`src/design/cas_pkg.sv`:
```
// shared types and constants for the click and alarm tone synth
// no dependencies; imported by the interfaces, the divider, the phase counter and the top level
package cas_pkg;

  localparam int FUNC_W      = 2;
  localparam int SAMPLE_W    = 16;
  localparam int LEN_W       = 16;
  localparam int HALF_W      = 8;
  localparam int AMP_W       = 15;
  localparam int CFG_IDX_W   = 3;
  localparam int CFG_DATA_W  = 16;

  // envelope divide: amplitude * remaining over click length
  localparam int DIVIDEND_W  = AMP_W + LEN_W;
  localparam int DIVISOR_W   = LEN_W;
  localparam int DIV_CNT_W   = $clog2(DIVIDEND_W);
  localparam int MIX_W       = DIVIDEND_W + 2;

  typedef logic [FUNC_W-1:0] func_t;

  localparam func_t FUNC_TICK  = 2'd0;
  localparam func_t FUNC_CLICK = 2'd1;
  localparam func_t FUNC_ALARM = 2'd2;

  typedef logic [CFG_IDX_W-1:0] cfg_idx_t;

  localparam cfg_idx_t CFG_CLICK_LENGTH      = 3'd0;
  localparam cfg_idx_t CFG_CLICK_HALF_PERIOD = 3'd1;
  localparam cfg_idx_t CFG_ALARM_HALF_PERIOD = 3'd2;
  localparam cfg_idx_t CFG_CLICK_AMPLITUDE   = 3'd3;
  localparam cfg_idx_t CFG_ALARM_AMPLITUDE   = 3'd4;

  localparam logic [LEN_W-1:0]  RST_CLICK_LENGTH      = 16'd551;
  localparam logic [HALF_W-1:0] RST_CLICK_HALF_PERIOD = 8'd5;
  localparam logic [HALF_W-1:0] RST_ALARM_HALF_PERIOD = 8'd12;
  localparam logic [AMP_W-1:0]  RST_CLICK_AMPLITUDE   = 15'd9000;
  localparam logic [AMP_W-1:0]  RST_ALARM_AMPLITUDE   = 15'd6000;

  typedef enum logic [1:0] {
    ST_IDLE,
    ST_MULT,
    ST_DIV,
    ST_MIX
  } cas_state_t;

  typedef struct packed {
    logic busy;
    logic done;
  } div_status_t;

endpackage

```
`src/design/cas_if.sv`:
```
// valid/ready channel interfaces for command items and output samples
// depends on cas_pkg
interface cas_in_if;
  import cas_pkg::*;
  logic  valid;
  logic  ready;
  func_t func;
  logic  alarm_level;

  modport source (output valid, output func, output alarm_level, input ready);
  modport sink   (input valid, input func, input alarm_level, output ready);
endinterface

interface cas_out_if;
  import cas_pkg::*;
  logic                       valid;
  logic                       ready;
  logic signed [SAMPLE_W-1:0] sample;

  modport source (output valid, output sample, input ready);
  modport sink   (input valid, input sample, output ready);
endinterface

```
`src/design/cas_divider.sv`:
```
// restoring divider, one quotient bit per cycle, for the click envelope
// depends on cas_pkg
module cas_divider (
  input  logic                             clk,
  input  logic                             rst_n,
  input  logic                             start,
  input  logic [cas_pkg::DIVIDEND_W-1:0]   dividend,
  input  logic [cas_pkg::DIVISOR_W-1:0]    divisor,
  output cas_pkg::div_status_t             status,
  output logic [cas_pkg::DIVIDEND_W-1:0]   quotient
);
  import cas_pkg::*;

  logic                   busy_r, busy_nxt;
  logic                   done_r, done_nxt;
  logic [DIV_CNT_W-1:0]   cnt_r, cnt_nxt;
  logic [DIVIDEND_W-1:0]  quo_r, quo_nxt;
  logic [DIVISOR_W-1:0]   div_r, div_nxt;
  logic [DIVISOR_W:0]     rem_r, rem_nxt;
  logic [DIVISOR_W:0]     rem_sh;
  logic [DIVISOR_W:0]     rem_sub;
  logic                   fits;

  assign rem_sh  = {rem_r[DIVISOR_W-1:0], quo_r[DIVIDEND_W-1]};
  assign rem_sub = rem_sh - {1'b0, div_r};
  assign fits    = rem_sh >= {1'b0, div_r};

  always_comb begin
    busy_nxt = busy_r;
    done_nxt = 1'b0;
    cnt_nxt  = cnt_r;
    quo_nxt  = quo_r;
    div_nxt  = div_r;
    rem_nxt  = rem_r;
    if (start) begin
      busy_nxt = 1'b1;
      cnt_nxt  = '0;
      quo_nxt  = dividend;
      div_nxt  = divisor;
      rem_nxt  = '0;
    end else if (busy_r) begin
      // shift the next dividend bit in, quotient bits fill from the bottom
      rem_nxt = fits ? rem_sub : rem_sh;
      quo_nxt = {quo_r[DIVIDEND_W-2:0], fits};
      cnt_nxt = cnt_r + 1'b1;
      if (cnt_r == DIV_CNT_W'(DIVIDEND_W - 1)) begin
        busy_nxt = 1'b0;
        done_nxt = 1'b1;
      end
    end
  end

  always_ff @(posedge clk) begin
    if (!rst_n) begin
      busy_r <= 1'b0;
      done_r <= 1'b0;
      cnt_r  <= '0;
    end else begin
      busy_r <= busy_nxt;
      done_r <= done_nxt;
      cnt_r  <= cnt_nxt;
    end
  end

  always_ff @(posedge clk) begin
    quo_r <= quo_nxt;
    div_r <= div_nxt;
    rem_r <= rem_nxt;
  end

  assign status.busy = busy_r;
  assign status.done = done_r;
  assign quotient    = quo_r;

endmodule

```
`src/design/cas_phase.sv`:
```
// half-period step counter and polarity bit of one square-wave voice
// depends on cas_pkg
module cas_phase (
  input  logic                        clk,
  input  logic                        rst_n,
  input  logic                        step,
  input  logic                        clear,
  input  logic [cas_pkg::HALF_W-1:0]  half_period,
  output logic                        polarity
);
  import cas_pkg::*;

  logic [HALF_W-1:0] count_r, count_nxt;
  logic              pol_r, pol_nxt;
  logic [HALF_W-1:0] half_eff;
  logic [HALF_W:0]   count_inc;

  // a zero half period behaves as one
  assign half_eff  = (half_period == '0) ? HALF_W'(1) : half_period;
  assign count_inc = {1'b0, count_r} + 1'b1;

  always_comb begin
    count_nxt = count_r;
    pol_nxt   = pol_r;
    if (clear) begin
      count_nxt = '0;
      pol_nxt   = 1'b0;
    end else if (step) begin
      if (count_inc >= {1'b0, half_eff}) begin
        count_nxt = '0;
        pol_nxt   = ~pol_r;
      end else begin
        count_nxt = count_inc[HALF_W-1:0];
      end
    end
  end

  always_ff @(posedge clk) begin
    if (!rst_n) begin
      count_r <= '0;
      pol_r   <= 1'b0;
    end else begin
      count_r <= count_nxt;
      pol_r   <= pol_nxt;
    end
  end

  assign polarity = pol_r;

endmodule

```
`src/design/click_and_alarm_tone_synth.sv`:
```
// two-voice square-wave synth: decaying click burst plus switchable alarm tone
// click and level transactions give no sample
// a tick with a running click and nonzero length goes through ST_MULT, the 31-step divider
// and ST_MIX; any other tick goes straight to ST_MIX, which registers the sample
// one transaction at a time; in.ready is high only while the sequencer is idle
// synchronous reset restores the default registers, clears all voice state and the output valid flag
module click_and_alarm_tone_synth (
  input  logic                          clk,
  input  logic                          rst_n,
  cas_in_if.sink                        in_chan,
  cas_out_if.source                     out_chan,
  input  logic                          cfg_we,
  input  logic [cas_pkg::CFG_IDX_W-1:0] cfg_index,
  input  logic [cas_pkg::CFG_DATA_W-1:0] cfg_wdata
);
  import cas_pkg::*;

  // configuration registers
  logic [LEN_W-1:0]  click_length_r;
  logic [HALF_W-1:0] click_half_r;
  logic [HALF_W-1:0] alarm_half_r;
  logic [AMP_W-1:0]  click_amp_r;
  logic [AMP_W-1:0]  alarm_amp_r;

  // voice state
  logic              alarm_en_r, alarm_en_nxt;
  logic [LEN_W-1:0]  click_left_r, click_left_nxt;

  // per-tick snapshot
  cas_state_t        state_r, state_nxt;
  logic [LEN_W-1:0]  left_snap_r, left_snap_nxt;
  logic              cpol_snap_r, cpol_snap_nxt;
  logic              apol_snap_r, apol_snap_nxt;
  logic              alarm_snap_r, alarm_snap_nxt;
  logic [DIVIDEND_W-1:0] env_r, env_nxt;

  logic              out_valid_r, out_valid_nxt;
  logic signed [SAMPLE_W-1:0] out_sample_r, out_sample_nxt;

  logic              accept;
  logic              tick, click_start;
  logic              click_pol, alarm_pol;
  logic              div_start;
  div_status_t       div_status;
  logic [DIVIDEND_W-1:0] div_quot;
  logic [DIVIDEND_W-1:0] product;

  logic signed [MIX_W-1:0] click_term, alarm_term, mix_sum;
  logic signed [SAMPLE_W-1:0] mix_sat;

  assign in_chan.ready = (state_r == ST_IDLE) && !div_status.busy;
  assign accept        = in_chan.valid && in_chan.ready;
  assign tick          = accept && (in_chan.func == FUNC_TICK);
  assign click_start   = accept && (in_chan.func == FUNC_CLICK);

  always_ff @(posedge clk) begin
    if (!rst_n) begin
      click_length_r <= RST_CLICK_LENGTH;
      click_half_r   <= RST_CLICK_HALF_PERIOD;
      alarm_half_r   <= RST_ALARM_HALF_PERIOD;
      click_amp_r    <= RST_CLICK_AMPLITUDE;
      alarm_amp_r    <= RST_ALARM_AMPLITUDE;
    end else if (cfg_we) begin
      unique case (cfg_index)
        CFG_CLICK_LENGTH:      click_length_r <= cfg_wdata[LEN_W-1:0];
        CFG_CLICK_HALF_PERIOD: click_half_r   <= cfg_wdata[HALF_W-1:0];
        CFG_ALARM_HALF_PERIOD: alarm_half_r   <= cfg_wdata[HALF_W-1:0];
        CFG_CLICK_AMPLITUDE:   click_amp_r    <= cfg_wdata[AMP_W-1:0];
        CFG_ALARM_AMPLITUDE:   alarm_amp_r    <= cfg_wdata[AMP_W-1:0];
        default: ;
      endcase
    end
  end

  cas_phase u_click_phase (
    .clk         (clk),
    .rst_n       (rst_n),
    .step        (tick && (click_left_r != '0)),
    .clear       (click_start),
    .half_period (click_half_r),
    .polarity    (click_pol)
  );

  cas_phase u_alarm_phase (
    .clk         (clk),
    .rst_n       (rst_n),
    .step        (tick && alarm_en_r),
    .clear       (tick && !alarm_en_r),
    .half_period (alarm_half_r),
    .polarity    (alarm_pol)
  );

  assign product = {{LEN_W{1'b0}}, click_amp_r} * {{AMP_W{1'b0}}, left_snap_r};

  cas_divider u_div (
    .clk      (clk),
    .rst_n    (rst_n),
    .start    (div_start),
    .dividend (product),
    .divisor  (click_length_r),
    .status   (div_status),
    .quotient (div_quot)
  );

  // mix and saturate
  assign click_term = cpol_snap_r ? $signed({2'b00, env_r}) : -$signed({2'b00, env_r});
  assign alarm_term = !alarm_snap_r ? '0 :
                      apol_snap_r ? $signed(MIX_W'(alarm_amp_r))
                                  : -$signed(MIX_W'(alarm_amp_r));
  assign mix_sum    = click_term + alarm_term;

  always_comb begin
    if (mix_sum > $signed(MIX_W'(32767)))
      mix_sat = 16'sh7fff;
    else if (mix_sum < -$signed(MIX_W'(32768)))
      mix_sat = 16'sh8000;
    else
      mix_sat = mix_sum[SAMPLE_W-1:0];
  end

  always_comb begin
    state_nxt      = state_r;
    alarm_en_nxt   = alarm_en_r;
    click_left_nxt = click_left_r;
    left_snap_nxt  = left_snap_r;
    cpol_snap_nxt  = cpol_snap_r;
    apol_snap_nxt  = apol_snap_r;
    alarm_snap_nxt = alarm_snap_r;
    env_nxt        = env_r;
    out_valid_nxt  = out_valid_r && !out_chan.ready;
    out_sample_nxt = out_sample_r;
    div_start      = 1'b0;

    unique case (state_r)
      ST_IDLE: begin
        if (accept) begin
          unique case (in_chan.func)
            FUNC_CLICK: click_left_nxt = click_length_r;
            FUNC_ALARM: alarm_en_nxt = in_chan.alarm_level;
            FUNC_TICK: begin
              left_snap_nxt  = click_left_r;
              cpol_snap_nxt  = click_pol;
              apol_snap_nxt  = alarm_pol;
              alarm_snap_nxt = alarm_en_r;
              if (click_left_r != '0) begin
                click_left_nxt = click_left_r - 1'b1;
                if (click_length_r == '0) begin
                  // zero length: envelope stays at full amplitude
                  env_nxt   = DIVIDEND_W'(click_amp_r);
                  state_nxt = ST_MIX;
                end else begin
                  state_nxt = ST_MULT;
                end
              end else begin
                env_nxt   = '0;
                state_nxt = ST_MIX;
              end
            end
            default: ;
          endcase
        end
      end
      ST_MULT: begin
        div_start = 1'b1;
        state_nxt = ST_DIV;
      end
      ST_DIV: begin
        if (div_status.done) begin
          env_nxt   = div_quot;
          state_nxt = ST_MIX;
        end
      end
      ST_MIX: begin
        if (!out_valid_r || out_chan.ready) begin
          out_valid_nxt  = 1'b1;
          out_sample_nxt = mix_sat;
          state_nxt      = ST_IDLE;
        end
      end
      default: state_nxt = ST_IDLE;
    endcase
  end

  always_ff @(posedge clk) begin
    if (!rst_n) begin
      state_r      <= ST_IDLE;
      alarm_en_r   <= 1'b0;
      click_left_r <= '0;
      out_valid_r  <= 1'b0;
    end else begin
      state_r      <= state_nxt;
      alarm_en_r   <= alarm_en_nxt;
      click_left_r <= click_left_nxt;
      out_valid_r  <= out_valid_nxt;
    end
  end

  always_ff @(posedge clk) begin
    left_snap_r  <= left_snap_nxt;
    cpol_snap_r  <= cpol_snap_nxt;
    apol_snap_r  <= apol_snap_nxt;
    alarm_snap_r <= alarm_snap_nxt;
    env_r        <= env_nxt;
    out_sample_r <= out_sample_nxt;
  end

  assign out_chan.valid  = out_valid_r;
  assign out_chan.sample = out_sample_r;

endmodule
```
`src/flat_wrapper.sv`:
```
// flat-port wrapper written by rule: the top's interface ports become plain ports
module click_and_alarm_tone_synth_flat import cas_pkg::*;
  (clk, rst_n, cfg_we, cfg_index, cfg_wdata, in_chan_valid, in_chan_func, in_chan_alarm_level, in_chan_ready, out_chan_valid, out_chan_sample, out_chan_ready);
  cas_in_if in_chan_i ();
  cas_out_if out_chan_i ();
  input  logic clk;
  input  logic rst_n;
  input  logic cfg_we;
  input  logic [cas_pkg::CFG_IDX_W-1:0] cfg_index;
  input  logic [cas_pkg::CFG_DATA_W-1:0] cfg_wdata;
  input wire logic [$bits(in_chan_i.valid)-1:0] in_chan_valid;
  input wire logic [$bits(in_chan_i.func)-1:0] in_chan_func;
  input wire logic [$bits(in_chan_i.alarm_level)-1:0] in_chan_alarm_level;
  output wire logic [$bits(in_chan_i.ready)-1:0] in_chan_ready;
  output wire logic [$bits(out_chan_i.valid)-1:0] out_chan_valid;
  output wire logic [$bits(out_chan_i.sample)-1:0] out_chan_sample;
  input wire logic [$bits(out_chan_i.ready)-1:0] out_chan_ready;
  assign in_chan_i.valid = in_chan_valid;
  assign in_chan_i.func = in_chan_func;
  assign in_chan_i.alarm_level = in_chan_alarm_level;
  assign in_chan_ready = in_chan_i.ready;
  assign out_chan_valid = out_chan_i.valid;
  assign out_chan_sample = out_chan_i.sample;
  assign out_chan_i.ready = out_chan_ready;
  click_and_alarm_tone_synth u_core (.clk(clk), .rst_n(rst_n), .in_chan(in_chan_i), .out_chan(out_chan_i), .cfg_we(cfg_we), .cfg_index(cfg_index), .cfg_wdata(cfg_wdata));
endmodule
```
`config.mk`:
```
export PLATFORM = sky130hd
export DESIGN_NAME = click_and_alarm_tone_synth_flat
export DESIGN_NICKNAME = d
export VERILOG_FILES = /design/src/design/cas_pkg.sv /design/src/design/cas_if.sv /design/src/design/cas_divider.sv /design/src/design/cas_phase.sv /design/src/design/click_and_alarm_tone_synth.sv /design/src/flat_wrapper.sv
export SDC_FILE = /design/constraint.sdc
export NUM_CORES = 1
export LEC_CHECK = 0
export CORE_ASPECT_RATIO = 0.9
export CORE_UTILIZATION = 58
export DETAILED_ROUTE_END_ITERATION = 10
export DONT_BUFFER_PORTS = 1
export PLACE_DENSITY_LB_ADDON = 0.08
export SLEW_MARGIN = 10
export SYNTH_ARGS = -nofsm -noshare
export SYNTH_HDL_FRONTEND = slang
export SYNTH_HIERARCHICAL = 1
export SYNTH_SLANG_ARGS = --single-unit
export TNS_END_PERCENT = 20
```
`constraint.sdc`:
```
create_clock -name clk -period 9.7 [get_ports clk]
set_input_delay 0.97 -clock clk [delete_from_list [all_inputs] [get_ports clk]]
set_output_delay 0.97 -clock clk [all_outputs]
set_load 0.01 [all_outputs]
```
==> flow_metrics.env, run 1 <==
export IMPL_power_density_nw_per_um2=273
export IMPL_n_antenna_cell=0
export IMPL_cts_tree="built"
export IMPL_avgSynthCellArea_um2=8.90
export IMPL_die_x_um=210
export IMPL_totalWireLength_mm=57.1
export IMPL_post_place_cells=2965
export IMPL_routedWlPerCell_um=18.9
export IMPL_max_stage_delay_ns=0.70
export IMPL_ctsResizeCount=0
export IMPL_ir_worst_vdd_mv=0.167
export IMPL_drt_pass1_iterations=5
export IMPL_fmax_ghz=0.134
export IMPL_finClkSkew_ns=0.0603
export IMPL_seqCellArea_um2=5860
export IMPL_whs_path_depth=1
export IMPL_finalCritPeriodShare=0.772
export IMPL_drt_first_iter_violations=1274
export IMPL_ys_seq_area_frac=0.259
export IMPL_synth_flop_cell="dfxtp_1"
export IMPL_crit_slowest_cell="a2111oi_0"
export IMPL_vias=17600
export IMPL_worstPathArrival_ns=7.79
export IMPL_start_util=0.589
export IMPL_grt_overflow_total=0
export IMPL_syn_area_um2=22600
export IMPL_critical_path_required_ns=10.00
export IMPL_io_buffers=0
export IMPL_setup_violations=0
export IMPL_via_per_inst=5.84
export IMPL_nets=2850
export IMPL_antenna_found_initial=1
export IMPL_hold_path_class="primary input to flip-flop"
export IMPL_relSlewSlack=0.255
export IMPL_reg2reg_to="u_core/u_div/quotient[30]$_DFFE_PP_"
export IMPL_layout_drive_gt1_share=0.0578
export IMPL_finalSetupTns_ns=0
export IMPL_cap_violations=0
export IMPL_grt_pass1_vias=17500
export IMPL_multi_input_comb_area_um2=15200
export IMPL_synth_area_top_cells="fa_1 (16%), edfxtp_1 (15%), dfxtp_1 (11%), ha_1 (9.5%), nand2_1 (5.8%)"
export IMPL_r2r_slack_ns=2.21
export IMPL_synth_edff_count=113
export IMPL_ctsHoldBuffers=0
export IMPL_clk_latency_ns=0.60
export IMPL_crit_family="adder cells"
export IMPL_synth_most_common_cell="nand2_1"
export IMPL_clock_sinks=236
export IMPL_die_area_um2=39700
export IMPL_finalHoldViolations=0
export IMPL_ys_warnings_count=6
export IMPL_synthTopCellsByCount="nand2_1 (347), inv_1 (292), fa_1 (182), and2_1 (180), ha_1 (171)"
export IMPL_row_count=68
export IMPL_fill_cells=3334
export IMPL_reg2reg_depth=25
export IMPL_min_delay_start="rst_n"
export IMPL_synth_distinct_cells=101
export IMPL_ys_seq_elements=236
export IMPL_synth_top_area_frac=0.161
export IMPL_dp_hpwl_mm=43.8
export IMPL_power_leakage_nw=10.4
export IMPL_syn_to_final_growth_pct=5.52
export IMPL_rsz0062_at_grt="false"
export IMPL_period_minus_slack_ns=7.49
export IMPL_critPathKind="flip-flop to flip-flop"
export IMPL_numCtsBuffers=28
export IMPL_cts_buffer_depth=3
export IMPL_crit_buf_inv=6
export IMPL_fin_cells=3015
export IMPL_drc=0
export IMPL_grt_pass1_wl_mm=92.5
export IMPL_synth_area_leader_cell="fa_1"
export IMPL_core_area_um2=38400
export IMPL_cts_setup_buffers=0
export IMPL_outcome="finished, final reports clean"
export IMPL_synth_nets=2918
export IMPL_path_max_fanout=15
export IMPL_path_clk_slew_ns=0.06
export IMPL_drv_slew=0
export IMPL_cts_max_level=1
export IMPL_synthArstFlopShare=0
export IMPL_chipHeight_um=189
export IMPL_start_kind="flip-flop"
export IMPL_cts_root_buf="clkbuf_16"
export IMPL_grt_max_degree=89
export IMPL_endpoint_kind="flip-flop"
export IMPL_tightest_slew_ns=1.12
export IMPL_ios=45
export IMPL_grt_usage=0.294
export IMPL_syn_inst=2538
export IMPL_r2r_start="u_core/left_snap_r[6]$_DFFE_PP_"
export IMPL_ant_nets=0
export IMPL_gp_routability_congestion=0.883
export IMPL_whs_endpoint="u_core/click_half_r[2]$_SDFFE_PN1P_"
## flip-flops by register name (all words and copies together) (netlist names), 2 cells and up
name,flops
u_core/alarm_amp_r,15
u_core/state_r,2
u_core/env_r,31
u_core/left_snap_r,16
u_core/u_div/div_r,16
u_core/click_left_r,16
u_core/u_alarm_phase/count_r,8
u_core/u_div/rem_r,16
u_core/click_length_r,16
u_core/click_amp_r,15
u_core/u_div/quotient,31
u_core/click_half_r,8
u_core/u_div/cnt_r,5
u_core/u_click_phase/count_r,8
u_core/out_chan.sample,16
u_core/alarm_half_r,8
## worst max path at each step
stage | start | endpoint | slack (ns) | cells after the start
floorplan | u_core/click_amp_r[8]$_SDFFE_PN1P_ | u_core/u_div/quotient[30]$_DFFE_PP_ | 3.01 | 24
global placement | u_core/left_snap_r[5]$_DFFE_PP_ | u_core/u_div/quotient[30]$_DFFE_PP_ | 2.41 | 25
detailed placement | u_core/click_amp_r[8]$_SDFFE_PN1P_ | u_core/u_div/quotient[30]$_DFFE_PP_ | 2.32 | 22
CTS | u_core/left_snap_r[5]$_DFFE_PP_ | u_core/u_div/quotient[30]$_DFFE_PP_ | 2.27 | 25
global route | u_core/click_amp_r[8]$_SDFFE_PN1P_ | u_core/u_div/quotient[30]$_DFFE_PP_ | 1.74 | 22
finish | u_core/left_snap_r[6]$_DFFE_PP_ | u_core/u_div/quotient[30]$_DFFE_PP_ | 2.21 | 25
## power breakdown
part | switching [mW] | internal, mW | total, mW
Sequential | 0.219 | 1.35 | 1.57
Clock | 0.461 | 0.669 | 1.13
Combinational | 2.24 | 1.58 | 3.82
Total | 2.92 | 3.60 | 6.52
## layout by cell type (no fill, tap or decap), types with 42 or more instances in the layout
master    count
dfxtp_1     123
and2_1      180
nor3_1       44
a21o_1       42
a21boi_0     50
nand2_1     347
o21ai_0      69
inv_1       292
ha_1        169
fa_1        182
a21oi_1     112
xnor2_1      54
edfxtp_1    113
nor2_1      121
xor2_1       48
nand3_1      53
## per-layer routing
layer / global-route usage / part of all wire / up-vias
met3: 0.0612 / 0.068 / 87
met5: 0 / 0 / -
li1: - / - / 8436
met2: 0.468 / 0.45 / 484
met1: 0.412 / 0.46 / 8612
met4: 0.0665 / 0.021 / 0
## cell type report
cell class | instances | area share
Clock inverter | 19 | 0.0114
Multi-Input combinational cell | 1904 | 0.637
Clock buffer | 31 | 0.0299
Timing Repair Buffer | 8 | 0.00252
Sequential cell | 236 | 0.246
Inverter | 292 | 0.0460
Tap cell | 525 | 0.0276
## per-stage QoR
step	utilization	hold WS (ns)	power, mW	setup slack, ns	area [µm²]
floorplan	-	0.426	4.41	3.01	22600
global placement	0.596	0.447	5.30	2.41	22900
detailed placement	0.596	0.459	5.36	2.32	22900
CTS	0.621	0.424	6.53	2.27	23800
global route	0.621	0.435	7.08	1.74	23800
finish	0.621	0.445	6.52	2.21	23800
## cells by family after synthesis
kind of cell | count (synthesis) | share of synthesized area
muxes | 47 | 0.0228
and+or+nand+nor | 926 | 0.204
adders and majority gates | 353 | 0.256
xor gates and xnor gates | 103 | 0.0403
AOI/OAI and AO/OA | 475 | 0.149
buffers and inverters | 398 | 0.0691
DFF | 236 | 0.259
Power figures use the tool's default switching activity.
==> inputs of run 2 (changes only) <==
- ABC_AREA: unset -> 1
- clock period: 9.7 -> 6.7 ns (I/O delays scaled with it)
==> run 2 against run 1 <==
Net effect:
- design area up 4.7%
- via count increased by 16%
- synthesized cell count is 28% higher
- clock skew down 0.015 ns
- first-iteration DRC count increased by 31%
- area after synthesis increased by 4.0%
- routed wire length up 16%
- core utilization increased by 0.70 points
- sequential share of layout area fell by 1.1 points
- global-route usage up 3.2 points
- worst hold slack worse by 0.28 ns
- non-clock buffer count up 34
==> flow_metrics.env, run 2 <==
export IMPL_outcome="finished, final reports clean"
export IMPL_gp_routability_congestion=0.982
export IMPL_cts_buffer_depth=3
export IMPL_period_minus_slack_ns=6.47
export IMPL_start_kind="flip-flop"
export IMPL_synth_flop_cell="dfxtp_1"
export IMPL_antenna_found_initial=1
export IMPL_syn_inst=3252
export IMPL_cts_max_level=1
export IMPL_ios=45
export IMPL_rsz0062_at_grt="false"
export IMPL_finalHoldViolations=0
export IMPL_endpoint_kind="flip-flop"
export IMPL_hold_slack_ns=0.166
export IMPL_r2r_slack_ns=0.23
export IMPL_grt_overflow_total=0
export IMPL_critical_path_required_ns=7.00
export IMPL_core_area_um2=39700
export IMPL_clock_sinks=236
export IMPL_reg2reg_depth=20
export IMPL_relSlewSlack=0.251
export IMPL_syn_to_final_growth_pct=6.20
export IMPL_finalSetupTns_ns=0
export IMPL_power_density_nw_per_um2=380
export IMPL_synth_most_common_cell="nand2_1"
export IMPL_ys_warnings_count=6
export IMPL_die_x_um=214
export IMPL_via_per_inst=5.42
export IMPL_nets=3604
export IMPL_cts_tree="built"
export IMPL_tightest_slew_ns=1.12
export IMPL_ys_seq_elements=236
export IMPL_numCtsBuffers=28
export IMPL_synth_edff_count=113
export IMPL_cts_root_buf="clkbuf_16"
export IMPL_row_count=69
export IMPL_path_clk_slew_ns=0.06
export IMPL_synth_distinct_cells=56
export IMPL_whs_path_depth=1
export IMPL_drc=0
export IMPL_grt_pass1_wl_mm=106
export IMPL_dpl_cell_area_um2=24000
export IMPL_cap_violations=0
export IMPL_critPathKind="flip-flop to flip-flop"
export IMPL_finClkSkew_ns=0.0453
export IMPL_r2r_start="u_core/left_snap_r[4]$_DFFE_PP_"
export IMPL_power_leakage_nw=13.5
export IMPL_final_area_um2=25000
export IMPL_die_area_um2=41300
export IMPL_whs_endpoint="u_core/click_length_r[1]$_SDFFE_PN1P_"
export IMPL_synthArstFlopShare=0
export IMPL_ant_nets=0
export IMPL_worstPathArrival_ns=6.77
export IMPL_reg2reg_to="u_core/u_div/quotient[22]$_DFFE_PP_"
export IMPL_path_max_fanout=15
export IMPL_final_core_util=0.628
export IMPL_ys_seq_area_frac=0.249
export IMPL_routedWlPerCell_um=17.6
export IMPL_drt_pass1_iterations=5
export IMPL_setup_violations=0
export IMPL_avgSynthCellArea_um2=7.23
export IMPL_dp_hpwl_mm=53.0
export IMPL_layout_drive_gt1_share=0.0591
export IMPL_synth_area_top_cells="fa_1 (16%), nand2_1 (15%), edfxtp_1 (14%), inv_1 (11%), dfxtp_1 (10%)"
export IMPL_synth_top_area_frac=0.155
export IMPL_synthTopCellsByCount="nand2_1 (932), inv_1 (708), nor2_1 (200), fa_1 (182), ha_1 (171)"
export IMPL_fmax_ghz=0.155
export IMPL_cts_setup_buffers=0
export IMPL_hold_path_class="primary input to flip-flop"
export IMPL_vias=20500
export IMPL_io_buffers=0
export IMPL_drv_slew=0
export IMPL_grt_max_degree=82
export IMPL_start_util=0.592
export IMPL_synth_nets=3632
export IMPL_min_delay_start="rst_n"
export IMPL_ir_worst_vdd_mv=0.277
export IMPL_mostFrequentLayoutCells="nand2_1 (932), inv_1 (707), nor2_1 (199), fa_1 (182), ha_1 (170)"
export IMPL_drt_first_iter_violations=1668
export IMPL_finalCritPeriodShare=0.965
export IMPL_syn_area_um2=23500
export IMPL_chipHeight_um=193
export IMPL_layout_commonest_cell="nand2_1"
export IMPL_grt_pass1_vias=20100
export IMPL_clk_latency_ns=0.59
export IMPL_grt_usage=0.326
export IMPL_totalWireLength_mm=66.5
export IMPL_synth_area_leader_cell="fa_1"
run 2: cell count changes after synthesis, moves of 48 or more:
cell,change
a21boi_0,-48
nor2_1,+79
inv_1,+416
nand3_1,+77
and2_1,-176
nand2_1,+585
run 2: layout make-up:
| type | instances | area [µm²] |
|---|---|---|
| multi-input cells | 2197 | 14500 |
| diodes | 1 | 2.50 |
| fillers | 3686 | 14800 |
| well taps | 532 | 666 |
| repair buffers | 42 | 315 |
| clock buffers | 36 | 731 |
| flip-flops and latches | 236 | 5860 |
| clock inverters | 16 | 171 |
| inverters | 719 | 2700 |
run 2: kinds of logic after synthesis:
group                    Yosys count  share of synthesized area
AO/OA/AOI/OAI                    318                     0.0763
XOR/XNOR                          92                     0.0356
adder cells (fa/ha/maj)          353                      0.246
buffers and inverters            819                      0.134
flip-flops                       236                      0.249
AND/OR/NAND/NOR                 1434                      0.259
run 2: how the worst max path moves through the flow:
stage | start | to | slack, ns | cells past startpoint
after floorplan | u_core/click_amp_r[4]$_SDFFE_PN0P_ | u_core/u_div/quotient[23]$_DFFE_PP_ | 0.68 | 31
after global placement | u_core/click_amp_r[7]$_SDFFE_PN0P_ | u_core/u_div/quotient[22]$_DFFE_PP_ | -0.03 | 20
after detailed placement | u_core/click_amp_r[7]$_SDFFE_PN0P_ | u_core/u_div/quotient[22]$_DFFE_PP_ | 0.12 | 20
after CTS | u_core/click_amp_r[7]$_SDFFE_PN0P_ | u_core/u_div/quotient[22]$_DFFE_PP_ | 0.08 | 20
after global routing | u_core/left_snap_r[4]$_DFFE_PP_ | u_core/u_div/quotient[22]$_DFFE_PP_ | 0.01 | 20
final | u_core/left_snap_r[4]$_DFFE_PP_ | u_core/u_div/quotient[22]$_DFFE_PP_ | 0.23 | 20
run 2: stage by stage:
stage | worst slack [ns] | total power [mW] | cells
final | 0.233 | 9.47 | 3779
after global routing | 0.0130 | 10.3 | 3778
after CTS | 0.0796 | 9.43 | 3778
after detailed placement | 0.122 | 7.87 | 3726
after global placement | -0.0316 | 7.85 | 3726
after floorplan | 0.684 | 6.30 | 3252
run 2: where the power goes:
group	leakage (nW)	internal [mW]	total [mW]	switching [mW]
Combinational	11.0	1.94	5.71	3.77
Sequential	2.05	1.97	2.24	0.273
Clock	0.438	0.859	1.52	0.657
run 2: repair_timing:
item | in CTS | in global routing
resized for setup | 0 | 4
hold buffers | 0 | 0
endpoints found under the setup margin | 0 | 2
run 2: critical path, cell delays in order (launching register included):
cell and delay, ns:
edfxtp_1 0.73, nand2_1 0.16, fa_1 0.56, inv_1 0.05, fa_1 0.43, fa_1 0.55, inv_1 0.05, fa_1 0.49
fa_1 0.53, fa_1 0.54, inv_1 0.04, ha_1 0.38, a21oi_1 0.26, inv_1 0.07, a31oi_1 0.26, a21boi_1 0.35
o21ai_0 0.20, a21oi_1 0.25, xnor2_1 0.13, nand2_1 0.09, nand2_1 0.07
run 2: per-layer routing:
metal  track usage  share of wire
met2         0.517           0.43
met1         0.461           0.45
met3        0.0601          0.086
met5             0              0
met4        0.0887          0.028
